**src/hw/rtl/tssc_pkg.sv**
```systemverilog
// ----------------------------------------------------------------------------
// Text stream statistics counter package
// Shared types and constants for the front decoder, event queue and counter
// back end.
// ----------------------------------------------------------------------------
package tssc_pkg;

    localparam int OUT_BITS    = 40;
    localparam int CP_BITS     = 21;
    localparam int QUEUE_DEPTH = 2;

    localparam logic OP_DATA   = 1'b0;
    localparam logic OP_FINISH = 1'b1;

    localparam logic [1:0] KIND_NONE    = 2'd0;
    localparam logic [1:0] KIND_NORMAL  = 2'd1;
    localparam logic [1:0] KIND_NEWLINE = 2'd2;
    localparam logic [1:0] KIND_TAB     = 2'd3;

    localparam logic [7:0] BYTE_NEWLINE = 8'h0A;
    localparam logic [7:0] BYTE_TAB     = 8'h09;
    localparam logic [7:0] BYTE_SPACE   = 8'h20;
    localparam logic [7:0] BYTE_CONT_LO = 8'h80;
    localparam logic [7:0] BYTE_CONT_HI = 8'hBF;
    localparam logic [3:0] TAB_STOP     = 4'd8;

    localparam logic [CP_BITS-1:0] CP_NBSP       = 21'h0000A0;
    localparam logic [CP_BITS-1:0] CP_OGHAM      = 21'h001680;
    localparam logic [CP_BITS-1:0] CP_SPACE_LO   = 21'h002000;
    localparam logic [CP_BITS-1:0] CP_SPACE_HI   = 21'h00200A;
    localparam logic [CP_BITS-1:0] CP_LINE_SEP   = 21'h002028;
    localparam logic [CP_BITS-1:0] CP_PARA_SEP   = 21'h002029;
    localparam logic [CP_BITS-1:0] CP_NNBSP      = 21'h00202F;
    localparam logic [CP_BITS-1:0] CP_MATH_SPACE = 21'h00205F;
    localparam logic [CP_BITS-1:0] CP_WORD_JOIN  = 21'h002060;
    localparam logic [CP_BITS-1:0] CP_IDEO_SPACE = 21'h003000;

    // One decoded event handed from the front to the back.
    typedef struct packed {
        logic       fin;
        logic [1:0] n_flush;
        logic [1:0] kind;
        logic       wide;
        logic       blank;
    } t_event;

    function automatic logic cp_blank(input logic [CP_BITS-1:0] cp);
        return (cp == CP_OGHAM) || ((cp >= CP_SPACE_LO) && (cp <= CP_SPACE_HI)) ||
               (cp == CP_LINE_SEP) || (cp == CP_PARA_SEP) || (cp == CP_MATH_SPACE) ||
               (cp == CP_IDEO_SPACE) || (cp == CP_NBSP) || (cp == CP_NNBSP) ||
               (cp == CP_WORD_JOIN);
    endfunction

endpackage

```
**src/hw/rtl/tssc_in_if.sv**
```systemverilog
// ----------------------------------------------------------------------------
// Input channel
// Valid/ready channel carrying one stream word: an op code and a data byte.
// ----------------------------------------------------------------------------
interface tssc_in_if;
    logic       valid;
    logic       ready;
    logic       op;
    logic [7:0] data_byte;

    modport source (output valid, output op, output data_byte, input ready);
    modport sink   (input valid, input op, input data_byte, output ready);
endinterface

```
**src/hw/rtl/tssc_out_if.sv**
```systemverilog
// ----------------------------------------------------------------------------
// Output channel
// Valid/ready channel carrying the five counts of one finished stream.
// ----------------------------------------------------------------------------
interface tssc_out_if;
    logic        valid;
    logic        ready;
    logic [39:0] line_count;
    logic [39:0] word_count;
    logic [39:0] char_count;
    logic [39:0] byte_count;
    logic [39:0] max_line_width;

    modport source (output valid, output line_count, output word_count,
                    output char_count, output byte_count, output max_line_width,
                    input ready);
    modport sink   (input valid, input line_count, input word_count,
                    input char_count, input byte_count, input max_line_width,
                    output ready);
endinterface

```
**src/hw/rtl/tssc_front.sv**
```systemverilog
// ----------------------------------------------------------------------------
// Front decoder
// Accepts stream words, runs the strict UTF-8 decoder and emits one event
// per word.
// ----------------------------------------------------------------------------
module tssc_front
    import tssc_pkg::*;
(
    input  logic   i_clk,
    input  logic   i_rst_n,
    input  logic   i_take,
    input  logic   i_op,
    input  logic   [7:0] i_data_byte,
    output t_event o_event
);

    logic [1:0]         r_need, n_need;
    logic [1:0]         r_held, n_held;
    logic [7:0]         r_lead, n_lead;
    logic [CP_BITS-1:0] r_cp, n_cp;

    logic [7:0]         lo;
    logic [7:0]         hi;
    logic               fits;
    logic [CP_BITS-1:0] cp_next;
    logic [7:0]         b;

    always_comb begin
        b       = i_data_byte;
        lo      = BYTE_CONT_LO;
        hi      = BYTE_CONT_HI;
        if (r_held == 2'd1) begin
            case (r_lead)
                8'hE0:   lo = 8'hA0;
                8'hED:   hi = 8'h9F;
                8'hF0:   lo = 8'h90;
                8'hF4:   hi = 8'h8F;
                default: ;
            endcase
        end
        fits    = (r_need != 2'd0) && (b >= lo) && (b <= hi);
        cp_next = {r_cp[CP_BITS-7:0], b[5:0]};

        n_need  = r_need;
        n_held  = r_held;
        n_lead  = r_lead;
        n_cp    = r_cp;
        o_event = '{fin: 1'b0, n_flush: 2'd0, kind: KIND_NONE, wide: 1'b0, blank: 1'b0};

        if (i_op == OP_FINISH) begin
            o_event.fin     = 1'b1;
            o_event.n_flush = r_held;
            n_need = '0;
            n_held = '0;
            n_lead = '0;
            n_cp   = '0;
        end else if (fits) begin
            if (r_need == 2'd1) begin
                o_event.kind  = KIND_NORMAL;
                o_event.wide  = !((cp_next < CP_NBSP) || (cp_next == CP_WORD_JOIN));
                o_event.blank = cp_blank(cp_next);
                n_need = '0;
                n_held = '0;
                n_lead = '0;
                n_cp   = '0;
            end else begin
                n_need = r_need - 2'd1;
                n_held = r_held + 2'd1;
                n_cp   = cp_next;
            end
        end else begin
            o_event.n_flush = (r_need != 2'd0) ? r_held : 2'd0;
            n_need = '0;
            n_held = '0;
            n_lead = '0;
            n_cp   = '0;
            if (b < BYTE_CONT_LO) begin
                if (b == BYTE_NEWLINE) begin
                    o_event.kind = KIND_NEWLINE;
                end else if (b == BYTE_TAB) begin
                    o_event.kind  = KIND_TAB;
                    o_event.blank = 1'b1;
                end else begin
                    o_event.kind  = KIND_NORMAL;
                    o_event.wide  = 1'b1;
                    o_event.blank = (b <= BYTE_SPACE);
                end
            end else if ((b >= 8'hC2) && (b <= 8'hDF)) begin
                n_need = 2'd1;
                n_held = 2'd1;
                n_lead = b;
                n_cp   = CP_BITS'(b[4:0]);
            end else if ((b >= 8'hE0) && (b <= 8'hEF)) begin
                n_need = 2'd2;
                n_held = 2'd1;
                n_lead = b;
                n_cp   = CP_BITS'(b[3:0]);
            end else if ((b >= 8'hF0) && (b <= 8'hF4)) begin
                n_need = 2'd3;
                n_held = 2'd1;
                n_lead = b;
                n_cp   = CP_BITS'(b[2:0]);
            end else begin
                o_event.kind = KIND_NORMAL;
            end
        end
    end

    always_ff @(posedge i_clk) begin
        if (!i_rst_n) begin
            r_need <= '0;
            r_held <= '0;
            r_lead <= '0;
            r_cp   <= '0;
        end else if (i_take) begin
            r_need <= n_need;
            r_held <= n_held;
            r_lead <= n_lead;
            r_cp   <= n_cp;
        end
    end

endmodule

```
**src/hw/rtl/tssc_queue.sv**
```systemverilog
// ----------------------------------------------------------------------------
// Event queue
// Short first-in first-out buffer between the front decoder and the back end.
// ----------------------------------------------------------------------------
module tssc_queue
    import tssc_pkg::*;
(
    input  logic   i_clk,
    input  logic   i_rst_n,
    input  logic   i_push,
    input  t_event i_event,
    output logic   o_full,
    input  logic   i_pop,
    output logic   o_empty,
    output t_event o_event
);

    localparam int PTR_BITS = (QUEUE_DEPTH > 1) ? $clog2(QUEUE_DEPTH) : 1;
    localparam int CNT_BITS = $clog2(QUEUE_DEPTH + 1);

    t_event              r_mem [QUEUE_DEPTH];
    logic [PTR_BITS-1:0] r_wr_ptr, r_rd_ptr;
    logic [CNT_BITS-1:0] r_count;

    assign o_full  = (r_count == CNT_BITS'(QUEUE_DEPTH));
    assign o_empty = (r_count == '0);
    assign o_event = r_mem[r_rd_ptr];

    function automatic logic [PTR_BITS-1:0] ptr_inc(input logic [PTR_BITS-1:0] p);
        return (p == PTR_BITS'(QUEUE_DEPTH - 1)) ? '0 : p + 1'b1;
    endfunction

    always_ff @(posedge i_clk) begin
        if (i_push) begin
            r_mem[r_wr_ptr] <= i_event;
        end
    end

    always_ff @(posedge i_clk) begin
        if (!i_rst_n) begin
            r_wr_ptr <= '0;
            r_rd_ptr <= '0;
            r_count  <= '0;
        end else begin
            if (i_push) begin
                r_wr_ptr <= ptr_inc(r_wr_ptr);
            end
            if (i_pop) begin
                r_rd_ptr <= ptr_inc(r_rd_ptr);
            end
            if (i_push && !i_pop) begin
                r_count <= r_count + 1'b1;
            end else if (!i_push && i_pop) begin
                r_count <= r_count - 1'b1;
            end
        end
    end

endmodule

```
**src/hw/rtl/tssc_back.sv**
```systemverilog
// ----------------------------------------------------------------------------
// Counter back end
// Applies decoded events to the saturating counters and holds the finished
// counts in the output register.
// ----------------------------------------------------------------------------
module tssc_back
    import tssc_pkg::*;
#(
    parameter int COUNT_BITS = 40
) (
    input  logic   i_clk,
    input  logic   i_rst_n,
    input  logic   i_empty,
    input  t_event i_event,
    output logic   o_pop,
    tssc_out_if.source o_out
);

    localparam int SUM_BITS = COUNT_BITS + 1;

    logic [COUNT_BITS-1:0] r_lines, r_words, r_chars, r_bytes, r_widest, r_cw;
    logic [COUNT_BITS-1:0] n_lines, n_words, n_chars, n_bytes, n_widest, n_cw;
    logic                  r_in_word, n_in_word;
    logic                  r_out_valid;
    logic [OUT_BITS-1:0]   r_out_lines, r_out_words, r_out_chars, r_out_bytes;
    logic [OUT_BITS-1:0]   r_out_widest;

    logic                  out_free;
    logic                  flushing;
    logic                  iw_flush;
    logic                  word_start;
    logic [2:0]            char_inc;
    logic [3:0]            tab_inc;
    logic [COUNT_BITS-1:0] line_max;

    function automatic logic [COUNT_BITS-1:0] sat_add(input logic [COUNT_BITS-1:0] a,
                                                      input logic [3:0] inc);
        logic [SUM_BITS-1:0] sum;
        sum = SUM_BITS'(a) + SUM_BITS'(inc);
        return sum[COUNT_BITS] ? '1 : sum[COUNT_BITS-1:0];
    endfunction

    function automatic logic [OUT_BITS-1:0] to_out(input logic [COUNT_BITS-1:0] v);
        logic [63:0] wide_v;
        wide_v = 64'(v);
        return wide_v[OUT_BITS-1:0];
    endfunction

    assign out_free = !r_out_valid || o_out.ready;
    assign o_pop    = !i_empty && (!i_event.fin || out_free);

    always_comb begin
        flushing   = (i_event.n_flush != 2'd0);
        iw_flush   = r_in_word || flushing;
        word_start = (flushing && !r_in_word) ||
                     ((i_event.kind == KIND_NORMAL) && !i_event.blank && !iw_flush);
        char_inc   = {1'b0, i_event.n_flush} + {2'b0, (i_event.kind != KIND_NONE)};
        tab_inc    = TAB_STOP - {1'b0, r_cw[2:0]};
        line_max   = (r_cw > r_widest) ? r_cw : r_widest;

        n_lines   = r_lines;
        n_words   = word_start ? sat_add(r_words, 4'd1) : r_words;
        n_chars   = sat_add(r_chars, {1'b0, char_inc});
        n_bytes   = i_event.fin ? r_bytes : sat_add(r_bytes, 4'd1);
        n_widest  = r_widest;
        n_cw      = r_cw;
        n_in_word = iw_flush;

        case (i_event.kind)
            KIND_NORMAL: begin
                n_cw      = sat_add(r_cw, {3'b0, i_event.wide});
                n_in_word = !i_event.blank;
            end
            KIND_TAB: begin
                n_cw      = sat_add(r_cw, tab_inc);
                n_in_word = 1'b0;
            end
            KIND_NEWLINE: begin
                n_lines   = sat_add(r_lines, 4'd1);
                n_widest  = line_max;
                n_cw      = '0;
                n_in_word = 1'b0;
            end
            default: ;
        endcase
    end

    always_ff @(posedge i_clk) begin
        if (!i_rst_n) begin
            r_lines     <= '0;
            r_words     <= '0;
            r_chars     <= '0;
            r_bytes     <= '0;
            r_widest    <= '0;
            r_cw        <= '0;
            r_in_word   <= 1'b0;
            r_out_valid <= 1'b0;
        end else begin
            if (o_pop && i_event.fin) begin
                r_out_valid <= 1'b1;
            end else if (o_out.ready) begin
                r_out_valid <= 1'b0;
            end
            if (o_pop) begin
                if (i_event.fin) begin
                    r_lines     <= '0;
                    r_words     <= '0;
                    r_chars     <= '0;
                    r_bytes     <= '0;
                    r_widest    <= '0;
                    r_cw        <= '0;
                    r_in_word   <= 1'b0;
                end else begin
                    r_lines     <= n_lines;
                    r_words     <= n_words;
                    r_chars     <= n_chars;
                    r_bytes     <= n_bytes;
                    r_widest    <= n_widest;
                    r_cw        <= n_cw;
                    r_in_word   <= n_in_word;
                end
            end
        end
    end

    always_ff @(posedge i_clk) begin
        if (o_pop && i_event.fin) begin
            r_out_lines  <= to_out(r_lines);
            r_out_words  <= to_out(n_words);
            r_out_chars  <= to_out(n_chars);
            r_out_bytes  <= to_out(r_bytes);
            r_out_widest <= to_out(line_max);
        end
    end

    assign o_out.valid          = r_out_valid;
    assign o_out.line_count     = r_out_lines;
    assign o_out.word_count     = r_out_words;
    assign o_out.char_count     = r_out_chars;
    assign o_out.byte_count     = r_out_bytes;
    assign o_out.max_line_width = r_out_widest;

endmodule

```
**src/hw/rtl/text_stream_statistics_counter_core.sv**
```systemverilog
// ----------------------------------------------------------------------------
// Text stream statistics counter
// Counts lines, words, characters, bytes and the widest line of a UTF-8 stream.
// ----------------------------------------------------------------------------
// The block takes one word per clock cycle: a data byte, or a finish word that
// returns the five counts and clears the counters. A data byte passes through
// the decoder and a two-entry event queue and updates the counters when it
// leaves the queue; a finish word loads the output register when it reaches
// the head of the queue and that register is free, and otherwise waits there
// until the register is emptied. Input is held off only while the queue is
// full, which happens when a finish word waits for the output register to be
// emptied. Counters are COUNT_BITS wide and saturate; outputs show 40 bits.
module text_stream_statistics_counter_core
    import tssc_pkg::*;
#(
    parameter int COUNT_BITS = 40
) (
    input  logic i_clk,
    input  logic i_rst_n,
    tssc_in_if.sink    i_in,
    tssc_out_if.source o_out
);

    t_event front_event;
    t_event head_event;
    logic   take;
    logic   q_full;
    logic   q_empty;
    logic   pop;

    assign i_in.ready = !q_full;
    assign take       = i_in.valid && !q_full;

    tssc_front u_front (
        .i_clk       (i_clk),
        .i_rst_n     (i_rst_n),
        .i_take      (take),
        .i_op        (i_in.op),
        .i_data_byte (i_in.data_byte),
        .o_event     (front_event)
    );

    tssc_queue u_queue (
        .i_clk   (i_clk),
        .i_rst_n (i_rst_n),
        .i_push  (take),
        .i_event (front_event),
        .o_full  (q_full),
        .i_pop   (pop),
        .o_empty (q_empty),
        .o_event (head_event)
    );

    tssc_back #(
        .COUNT_BITS (COUNT_BITS)
    ) u_back (
        .i_clk   (i_clk),
        .i_rst_n (i_rst_n),
        .i_empty (q_empty),
        .i_event (head_event),
        .o_pop   (pop),
        .o_out   (o_out)
    );

endmodule

```
**src/flat_wrapper.sv**
```systemverilog
// flat-port wrapper written by rule: the top's interface ports become plain ports
module text_stream_statistics_counter_core_flat import tssc_pkg::*;
#(
    parameter int COUNT_BITS = 40
)
  (i_clk, i_rst_n, i_in_valid, i_in_op, i_in_data_byte, i_in_ready, o_out_valid, o_out_line_count, o_out_word_count, o_out_char_count, o_out_byte_count, o_out_max_line_width, o_out_ready);
  tssc_in_if i_in_i ();
  tssc_out_if o_out_i ();
  input  logic i_clk;
  input  logic i_rst_n;
  input wire logic [$bits(i_in_i.valid)-1:0] i_in_valid;
  input wire logic [$bits(i_in_i.op)-1:0] i_in_op;
  input wire logic [$bits(i_in_i.data_byte)-1:0] i_in_data_byte;
  output wire logic [$bits(i_in_i.ready)-1:0] i_in_ready;
  output wire logic [$bits(o_out_i.valid)-1:0] o_out_valid;
  output wire logic [$bits(o_out_i.line_count)-1:0] o_out_line_count;
  output wire logic [$bits(o_out_i.word_count)-1:0] o_out_word_count;
  output wire logic [$bits(o_out_i.char_count)-1:0] o_out_char_count;
  output wire logic [$bits(o_out_i.byte_count)-1:0] o_out_byte_count;
  output wire logic [$bits(o_out_i.max_line_width)-1:0] o_out_max_line_width;
  input wire logic [$bits(o_out_i.ready)-1:0] o_out_ready;
  assign i_in_i.valid = i_in_valid;
  assign i_in_i.op = i_in_op;
  assign i_in_i.data_byte = i_in_data_byte;
  assign i_in_ready = i_in_i.ready;
  assign o_out_valid = o_out_i.valid;
  assign o_out_line_count = o_out_i.line_count;
  assign o_out_word_count = o_out_i.word_count;
  assign o_out_char_count = o_out_i.char_count;
  assign o_out_byte_count = o_out_i.byte_count;
  assign o_out_max_line_width = o_out_i.max_line_width;
  assign o_out_i.ready = o_out_ready;
  text_stream_statistics_counter_core #(.COUNT_BITS(COUNT_BITS)) u_core (.i_clk(i_clk), .i_rst_n(i_rst_n), .i_in(i_in_i), .o_out(o_out_i));
endmodule
```
**config.mk**
```make
export PLATFORM = sky130hd
export DESIGN_NAME = text_stream_statistics_counter_core_flat
export DESIGN_NICKNAME = d
export VERILOG_FILES = /design/src/hw/rtl/tssc_pkg.sv /design/src/hw/rtl/tssc_in_if.sv /design/src/hw/rtl/tssc_out_if.sv /design/src/hw/rtl/tssc_front.sv /design/src/hw/rtl/tssc_queue.sv /design/src/hw/rtl/tssc_back.sv /design/src/hw/rtl/text_stream_statistics_counter_core.sv /design/src/flat_wrapper.sv
export SDC_FILE = /design/constraint.sdc
export NUM_CORES = 1
export LEC_CHECK = 0
export BUFFER_PORTS_ARGS = -buffer_cell sky130_fd_sc_hd__buf_2
export CAP_MARGIN = 20
export CORE_UTILIZATION = 25
export DETAILED_ROUTE_END_ITERATION = 16
export GPL_TIMING_DRIVEN = 0
export PLACE_DENSITY = 0.42
export SLEW_MARGIN = 20
export SYNTH_ARGS = -nofsm -noshare
export SYNTH_HDL_FRONTEND = slang
export SYNTH_SLANG_ARGS = --single-unit
```
**constraint.sdc**
```tcl
create_clock -name i_clk -period 41.6 [get_ports i_clk]
set_clock_uncertainty 0.1 [all_clocks]
set_input_delay 6.24 -clock i_clk [delete_from_list [all_inputs] [get_ports i_clk]]
set_output_delay 6.24 -clock i_clk [all_outputs]
set_load 0.03 [all_outputs]
```
==> results of run 1 <==
## stage by stage
step / setup WS (ns) / utilization (%) / cell area (µm²)
final: 32.62 / 30.2 / 29700
after floorplan: 24.28 / - / 24800
after detailed placement: 31.95 / 28.2 / 27700
after global placement: 16.06 / 27.9 / 27400
after global routing: 32.46 / 30.2 / 29700
after CTS: 32.62 / 30.2 / 29600
## cell usage after synthesis, types with 6 or more instances
cell         n  share of area (%)
or3_1       16               0.40
o22ai_1      9               0.23
nand3_1    101                2.0
xor2_1      40                1.4
o31ai_1     21               0.64
a211oi_1    10               0.30
buf_2       41               0.83
o211ai_1    15               0.45
and2_1      16               0.40
mux2_2      44                2.0
o21a_1      16               0.48
a31oi_1     28               0.71
nor2_1     183                2.8
nand2_1    324                4.9
a22o_1      70                2.5
a211o_1      6               0.21
o221ai_1     7               0.25
edfxtp_1   214                 26
o2bb2ai_1   12               0.42
a32o_1      23               0.93
xnor2_1     35                1.2
o21ai_0    297                6.0
and4_1      18               0.64
nor2b_1      8               0.20
a21o_1      32               0.97
clkbuf_1    97                1.5
a41oi_1      7               0.25
and3_1      39               0.98
ha_1        58                2.9
inv_1       97                1.5
nand4_1     61                1.5
nand2b_1    10               0.25
a21oi_1    189                3.8
a22oi_1      9               0.27
or4_1        7               0.21
o21ai_1      7               0.14
buf_6        7               0.32
nor4_1      20               0.50
dfxtp_1    274                 22
mux2i_1      7               0.28
or2_2        6               0.15
nor3_1      74                1.5
buf_1        8               0.12
## worst paths after layout
path | startpoint | endpoint | slack, ns | depth (start not counted)
worst max-delay path | o_out_ready | u_core.u_queue.r_count[1]$_SDFFE_PN0P_ | 32.62 | 9
worst min-delay path | u_core.u_front.r_lead[6]$_SDFFE_PN0P_ | u_core.u_front.r_lead[6]$_SDFFE_PN0P_ | 0.35 | 1
worst max register to register | register | u_core.u_back.o_out.char_count[30]$_DFFE_PP_ | 36.89 | 13
worst min register to register | u_core.u_front.r_lead[6]$_SDFFE_PN0P_ | u_core.u_front.r_lead[6]$_SDFFE_PN0P_ | 0.35 | 1
## power groups by stage
stage | Sequential [µW] | Combinational (µW) | Clock (µW)
5_1_grt | 676 | 661 | 565
3_3_place_gp | 728 | 596 | 0
3_5_place_dp | 677 | 624 | 0
6_report | 663 | 622 | 534
4_1_cts | 668 | 626 | 551
2_1_floorplan | 877 | 190 | 0
## layout make-up
class                      count  area (µm²)
inverter                      97         364
clock buffer                  70        1540
buffer                       160         724
tap                         1287        1610
timing repair buffer         223        1290
antenna                        1        2.50
sequential                   488       11900
fill                       10400       68600
multi-input combinational   1936       11800
clock inverter                38         425
## registers in the layout, summed over array words and instances, names as in the netlist, 8 cells and up, named ones only
signal / flops
u_core.u_back.o_out.byte_count: 40
u_core.u_back.o_out.char_count: 40
u_core.u_back.o_out.line_count: 40
u_core.u_back.o_out.max_line_width: 40
u_core.u_back.o_out.word_count: 40
u_core.u_back.r_bytes: 40
u_core.u_back.r_chars: 40
u_core.u_back.r_cw: 40
u_core.u_back.r_lines: 40
u_core.u_back.r_widest: 40
u_core.u_back.r_words: 40
u_core.u_front.r_cp: 15
u_core.u_queue.r_mem: 14
u_core.u_front.r_lead: 8
## kinds of logic after synthesis
family / share of synthesized area, %
AOI/OAI and AO/OA: 21.0
xor gates and xnor gates: 2.65
adders and majority gates: 3.09
buffers and inverters: 4.38
DFF: 48.1
muxes: 2.37
and+or+nand+nor: 18.4
## layer usage
| layer | GRT usage [%] | vias up | wire, µm |
|---|---|---|---|
| met2 | 28.3 | 657 | 41600 |
| met1 | 25.5 | 10600 | 44100 |
| met5 | 0 | - | 46 |
| li1 | - | 10500 | - |
| met4 | 4.59 | 8 | 2120 |
| met3 | 2.73 | 138 | 5080 |
## layout by cell type (no fill, tap or decap), drive strengths merged, types with 65 or more instances in the layout
master  instances
nand2         325
o21ai         306
buf           282
dfxtp         274
edfxtp        214
a21oi         190
nor2          184
clkbuf        171
nand3         104
inv            98
nor3           78
a22o           70
nand4          65
==> run summary, run 1 <==
outcome = completed
Net Sw Frac = 40.1%
Area growth syn-to-layout = 19.7%
WP data arrival = 9.43 ns
Net Sw Power = 730 µW
Final Critical Period = 8.98 ns
ys async rst share = 0%
critical path's top delay family = buffers and inverters
logic gate share of total power = 34.2%
TritonRoute pass-1 iters = 5
mapped cell area = 24800 µm²
crit-path cells = buf_2 -> nor2b_1 -> a21oi_1 -> inv_1 -> clkbuf_1 -> clkbuf_1 -> ha_1 -> or3_1 -> a21oi_1
pin count of the biggest net entering global routing = 27
IR drop worst, VDD = 0.0305 mV
setup violators final = 0
CP max FO = 10
root buffer cell = clkbuf_16
register bit count reported by yosys = 488
hold_ws = 0.350 ns
FMAX = 111 MHz
DRC viols = 0
Worst-Margin Slew = 1.15 ns
TritonCTS clock tree = built
Max Slew Vio Count = 0
core area = 98300 µm²
dpl cells = 4190
Syn. warnings = 0
DRT antenna net count = 0
setup TNS = 0 ns
vias after detailed routing = 22000
Finished Layout Cells = 4300
Flop pwr share = 36.5%
DPL Wire Length = 67300 µm
total clock buffers created by CTS = 57
startpoint types = input pin
synthesized area per cell = 9.24 µm²
Slew HR = 22.9%
period utilization = 21.6%
height of the die = 317 µm
Crit path buffers/inverters = 4
vias per cell = 5.11
Post-CTS Setup Repair Bufs = 0
cts-stage hold buffer count = 0
unique cell type count in the Yosys netlist = 101
Post-Route WL = 93000 µm
number of global-route vias before repair = 20800
gpl congestion = 0.890
Clock Latency Late Sink = 0.63 ns
post-CTS sizing = 0
Slowest cell on crit path = clkbuf_1
Clk network pwr share = 29.3%
H-tree levels = 2
top_reg_cell synth = dfxtp_1
Critical Path RT = 42.05 ns
Final Total Pwr = 1820 µW
Cell Int Power = 1090 µW
Max Buffers Root-to-Sink = 3
pwr dens = 61.3 nW/µm²
maxcap violations = 0
Final nets = 3036
Die Span X = 317 µm
initial antenna violation count = 7
Boundary Pins = 215
Cell Rows = 115
Post-Synthesis Cells = 2681
routed len/inst = 21.6 µm
Sink Count = 488
CP peak stage delay = 0.65 ns
P_leak = 0.0110 µW
Die Footprint = 100000 µm²
unrepaired setup endpoints after global routing = false
CP Class = input pin to register
first-pass GRT wire length = 137000 µm
layout cells sized above 1 = 15.4%
initial core utilization = 25.2%
Post-Syn Nets = 2754
register area share after synthesis = 48.1%
buffers added on ports = 212
CP endpoint kind = register
total track usage = 18.0%
CTS clk-pin slew, worst paths = 0.06 ns
final hold vios = 0
Post-synth EDFFs = 214
grt total ovfl = 0
worst min path class = register to register
First DRT Iteration DRCs = 1857
No activity file was read; power rests on OpenSTA's default activity.
==> inputs of run 2 (changes only) <==
Settings changed: ABC_AREA from default to 1.
Clock period 41.6 ns to 8.7 ns, I/O delays scaled along.
==> run summary, run 2 <==
Max Slew Vio Count = 0
routed len/inst = 18.4 µm
WP data arrival = 4.16 ns
startpoint types = register
Syn. warnings = 0
Clock Latency Late Sink = 0.68 ns
Post-Syn Nets = 3761
most common cell after layout, fill and taps aside = nand2_1
initial antenna violation count = 11
First DRT Iteration DRCs = 1727
Worst R2R Path Depth = 11
pwr dens = 384 nW/µm²
maxcap violations = 0
top_reg_cell synth = dfxtp_1
crit-path cells = inv_1 -> ha_1 -> a21oi_1 -> o21ai_0 -> a21oi_1 -> and2_1 -> nand3_1 -> nand2_1 -> clkbuf_1 -> nand2_1 -> and2_1
synthesized area per cell = 7.41 µm²
ys async rst share = 0%
final hold vios = 0
total track usage = 17.7%
setup violators final = 0
Sink Count = 488
gpl congestion = 0.939
dpl cells = 5308
worst min path class = register to register
cts-stage hold buffer count = 0
P_leak = 0.0124 µW
grt total ovfl = 0
buffers added on ports = 214
CP Class = register to register
first-pass GRT wire length = 152000 µm
TritonRoute pass-1 iters = 8
CTS clk-pin slew, worst paths = 0.07 ns
DRT antenna net count = 0
most frequent cells in the layout = nand2_1 (1118), inv_1 (337), nand3_1 (326)
synth cell count leaders = nand2_1 (1118), inv_1 (338), nand3_1 (326), a21oi_1 (295), dfxtp_1 (274)
number of global-route vias before repair = 24400
Yosys top cell area share = 23.5%
Slew HR = 33.8%
Post-synth EDFFs = 214
Critical Path RT = 9.00 ns
pin count of the biggest net entering global routing = 71
setup TNS = 0 ns
mapped cell area = 27300 µm²
post-CTS sizing = 0
register bit count reported by yosys = 488
worst hold stages = 0
Worst-Margin Slew = 0.992 ns
TritonCTS clock tree = built
root buffer cell = clkbuf_16
CP max FO = 10
Area growth syn-to-layout = 18.7%
initial core utilization = 25.4%
Yosys top cell by area = edfxtp_1
period utilization = 44.3%
H-tree levels = 2
unique cell type count in the Yosys netlist = 60
Die Footprint = 111000 µm²
FMAX = 259 MHz
Cell Rows = 120
total clock buffers created by CTS = 60
outcome = completed
Post-Route WL = 99600 µm
Slowest cell on crit path = nand2_1
most common cell in the netlist = nand2_1
DPL Wire Length = 76800 µm
Post-Synthesis Cells = 3688
Boundary Pins = 215
CP endpoint kind = register
DRC viols = 0
Final Critical Period = 3.86 ns
height of the die = 333 µm
CP peak stage delay = 0.49 ns
hold_ws = 0.339 ns
IR drop worst, VDD = 0.253 mV
vias per cell = 4.69
Post-CTS Setup Repair Bufs = 0
vias after detailed routing = 25400
Synth area leaders = edfxtp_1 (24%), dfxtp_1 (20%), nand2_1 (15%), nand3_1 (6.0%), a21oi_1 (5.4%)
layout cells sized above 1 = 12.7%
register area share after synthesis = 43.6%
Final nets = 4040
Die Span X = 333 µm
Finished Layout Cells = 5423
unrepaired setup endpoints after global routing = false
filler cell count = 11900
core area = 108000 µm²
Max Buffers Root-to-Sink = 3
## run 2: changes by cell type in the layout (fill, tap and decap cells not counted), moves of 47 or more
| cell | before | now |
|---|---|---|
| a22o_1 | 70 | 0 |
| nand2_1 | 324 | 1118 |
| inv_1 | 97 | 337 |
| o21ai_0 | 297 | 112 |
| xor2_1 | 40 | 87 |
| nor2_1 | 181 | 273 |
| nand3_1 | 101 | 326 |
| a21oi_1 | 189 | 295 |
## run 2: layout make-up
cell class	instances	area [µm²]	share of cell area, %
repair buffers	217	1140	3.50
diodes	2	5.00	0.0154
flip-flops and latches	488	11900	36.7
inverters	353	1340	4.11
plain buffers	138	666	2.05
clock buffers	65	1550	4.78
clock inverters	48	651	2.00
multi-input cells	2709	13400	41.4
well taps	1403	1760	5.41
## run 2: final timing paths
check	slack, ns	end	start
setup / recovery	4.84	u_core.u_back.o_out.max_line_width[38]$_DFFE_PP_	u_core.u_back.r_widest[39]$_SDFFE_PN0P_
setup reg to reg	4.84	u_core.u_back.o_out.max_line_width[38]$_DFFE_PP_	u_core.u_back.r_widest[39]$_SDFFE_PN0P_
hold / removal	0.34	u_core.u_back.o_out.line_count[25]$_DFFE_PP_	u_core.u_back.r_lines[25]$_SDFFE_PN0P_
hold reg to reg	0.34	u_core.u_back.o_out.line_count[25]$_DFFE_PP_	u_core.u_back.r_lines[25]$_SDFFE_PN0P_
## run 2: worst max-delay path: cells and delay by family, from the launching register on
family / cells / cell delay (ns)
flip-flops: 1 / 0.31
adder cells (fa/ha/maj): 1 / 0.30
AO/OA/AOI/OAI: 3 / 0.57
buffers and inverters: 2 / 0.66
AND/OR/NAND/NOR: 5 / 1.61
## run 2: cell families (layout without fill, tap and decap cells)
logic type,Yosys count,after routing,synth area share (%)
simple gates,2073,2073,33.8
buf+inv,491,821,7.29
flops,488,488,43.6
compound gates,477,477,9.38
xor+xnor,99,99,3.17
fa+ha+maj,60,60,2.80
other cells,0,2,0
## run 2: routing by layer
layer / vias up / GRT usage (%) / share of wire (%)
met3: 147 / 2.67 / 4.6
met4: 6 / 4.78 / 2.5
met2: 566 / 28.5 / 45
li1: 12800 / - / -
met1: 11900 / 24.5 / 48
met5: - / 0 / 0.040
## run 2: power by group
| group | total (µW) | switching, µW | leakage (µW) | internal, µW |
|---|---|---|---|---|
| clock | 2820 | 1110 | 0.00106 | 1710 |
| sequential | 3500 | 229 | 0.00425 | 3270 |
| combinational | 6130 | 4490 | 0.00704 | 1640 |
| total | 12500 | 5830 | 0.0124 | 6620 |
## run 2: stage by stage
stage	total power, µW	instance area (µm²)	utilization, %	setup slack [ns]
after floorplan	7550	27300	-	2.48
after global placement	9880	30200	28.0	-0.596
after detailed placement	9760	30200	28.1	4.83
after CTS	12700	32400	30.1	4.79
after global routing	17300	32500	30.1	4.62
final	12500	32500	30.1	4.84
==> inputs of run 3 (changes only) <==
Clock period 8.7 ns to 3.9 ns, I/O delays scaled along.
==> run summary, run 3 (synthesis results as in run 2) <==
CP Class = register to register
CP endpoint kind = register
FMAX = 271 MHz
Critical Path RT = 4.32 ns
Final nets = 4044
Slowest cell on crit path = fa_2
maxcap violations = 0
total track usage = 17.7%
Die Footprint = 111000 µm²
P_leak = 0.0123 µW
Post-CTS Setup Repair Bufs = 0
DPL Wire Length = 77100 µm
FF/Latch Area = 11900 µm²
Post-Route WL = 99300 µm
Sink Count = 488
first-pass GRT wire length = 151000 µm
most frequent cells in the layout = nand2_1 (1113), inv_1 (335), nand3_1 (326)
Crit path top cell by count = nand2_1
routed len/inst = 18.3 µm
vias after detailed routing = 25300
Boundary Pins = 215
Slew HR = 35.6%
DRC viols = 0
TritonCTS clock tree = built
dpl cell area = 30400 µm²
Final Instance Area = 32400 µm²
worst min path class = input pin to register
Worst-Margin Slew = 0.967 ns
total clock buffers created by CTS = 59
height of the die = 333 µm
vias per cell = 4.67
Final Total Pwr = 31100 µW
TritonRoute pass-1 iters = 7
period utilization = 94.7%
Final Critical Period = 3.69 ns
setup TNS = 0 ns
CTS clk-pin slew, worst paths = 0.06 ns
DRT antenna net count = 0
startpoint types = register
layout cells sized above 1 = 12.9%
buffers added on ports = 214
Max Buffers Root-to-Sink = 3
Clock Latency Late Sink = 0.67 ns
root buffer cell = clkbuf_16
Die Span X = 333 µm
Cell Rows = 120
CP peak stage delay = 0.48 ns
gpl congestion = 0.946
IR drop worst, VDD = 0.790 mV
outcome = completed
initial core utilization = 25.4%
filler cell count = 11900
most common cell after layout, fill and taps aside = nand2_1
Area growth syn-to-layout = 18.7%
initial antenna violation count = 12
First DRT Iteration DRCs = 1673
Max Slew Vio Count = 0
number of global-route vias before repair = 24500
final hold vios = 0
area of the multi-input gates = 13500 µm²
H-tree levels = 2
WP data arrival = 4.12 ns
Finished Layout Cells = 5425
grt total ovfl = 0
pin count of the biggest net entering global routing = 33
CP max FO = 8
hold_ws = 0.122 ns
dpl cells = 5313
crit-path cells = buf_6 -> inv_6 -> nand2_1 -> nand2_1 -> inv_2 -> nand2_1 -> fa_2 -> fa_1 -> nand2_1 -> nor2_4 -> nand2_2 -> inv_1 -> nand4_1 -> nor2_1 -> nand3_1 -> inv_1 -> or2_2 -> nand2_1 -> a21oi_1
pwr dens = 959 nW/µm²
setup violators final = 0
core area = 108000 µm²
run 3: cell count changes in the layout (fill, tap and decap cells not counted), sizes merged:
cell / delta
clkinv: -2
clkbuf: +7
buf: +3
bufinv: -3
clkinvlp: +2
inv: -5
run 3: what timing repair did:
item                                    CTS  global route
endpoints found under the setup margin    1            67
endpoints found under the hold margin     0             0
gates resized for setup                   1            11
hold buffers                              0             0
pin swaps                                 0             0
run 3: power by group:
part	leakage, µW	internal [µW]	switching [µW]
sequential	0.00425	7620	550
combinational	0.00710	4810	12200
clock	0.000981	3540	2350
run 3: final timing paths:
check                                       startpoint                               endpoint  slack [ns]  depth (start not counted)
hold / removal                       i_in_data_byte[1]  u_core.u_front.r_lead[1]$_SDFFE_PN0P_        0.12                          3
setup reg to reg                              register  u_core.u_back.r_chars[0]$_SDFFE_PN0P_        0.21                         19
setup / recovery                              register  u_core.u_back.r_chars[0]$_SDFFE_PN0P_        0.21                         19
hold reg to reg   u_core.u_queue.r_rd_ptr$_SDFFE_PN0P_   u_core.u_queue.r_rd_ptr$_SDFFE_PN0P_        0.36                          1
run 3: area by class of cell:
cell class	instances	area share, %
well taps	1403	5.41
inverters	353	4.12
clock inverters	40	1.57
flip-flops and latches	488	36.7
clock buffers	70	4.74
diodes	2	0.0154
repair buffers	222	3.80
plain buffers	138	2.08
multi-input cells	2709	41.5
run 3: routing by layer:
metal	GRT usage (%)	part of all wire [%]	up-vias
met5	0	0.065	-
met4	4.54	2.3	10
met3	3.04	4.8	140
met2	28.7	45	534
met1	24.1	47	11800
li1	-	-	12800
run 3: through the flow:
step                      util [%]  setup WS [ns]
after floorplan                  -         -0.600
after global placement        28.0          -3.06
after detailed placement      28.2         0.0223
after CTS                     30.1         0.0430
after global routing          30.1       -0.00176
final                         30.1          0.205
run 3: critical path, delay by kind of cell, from the launching register on:
kind            cells  cell delay, ns
fa+ha+maj           2            0.93
compound gates      1            0.06
simple gates       11            1.59
buf+inv             5            0.53
flops               1            0.32
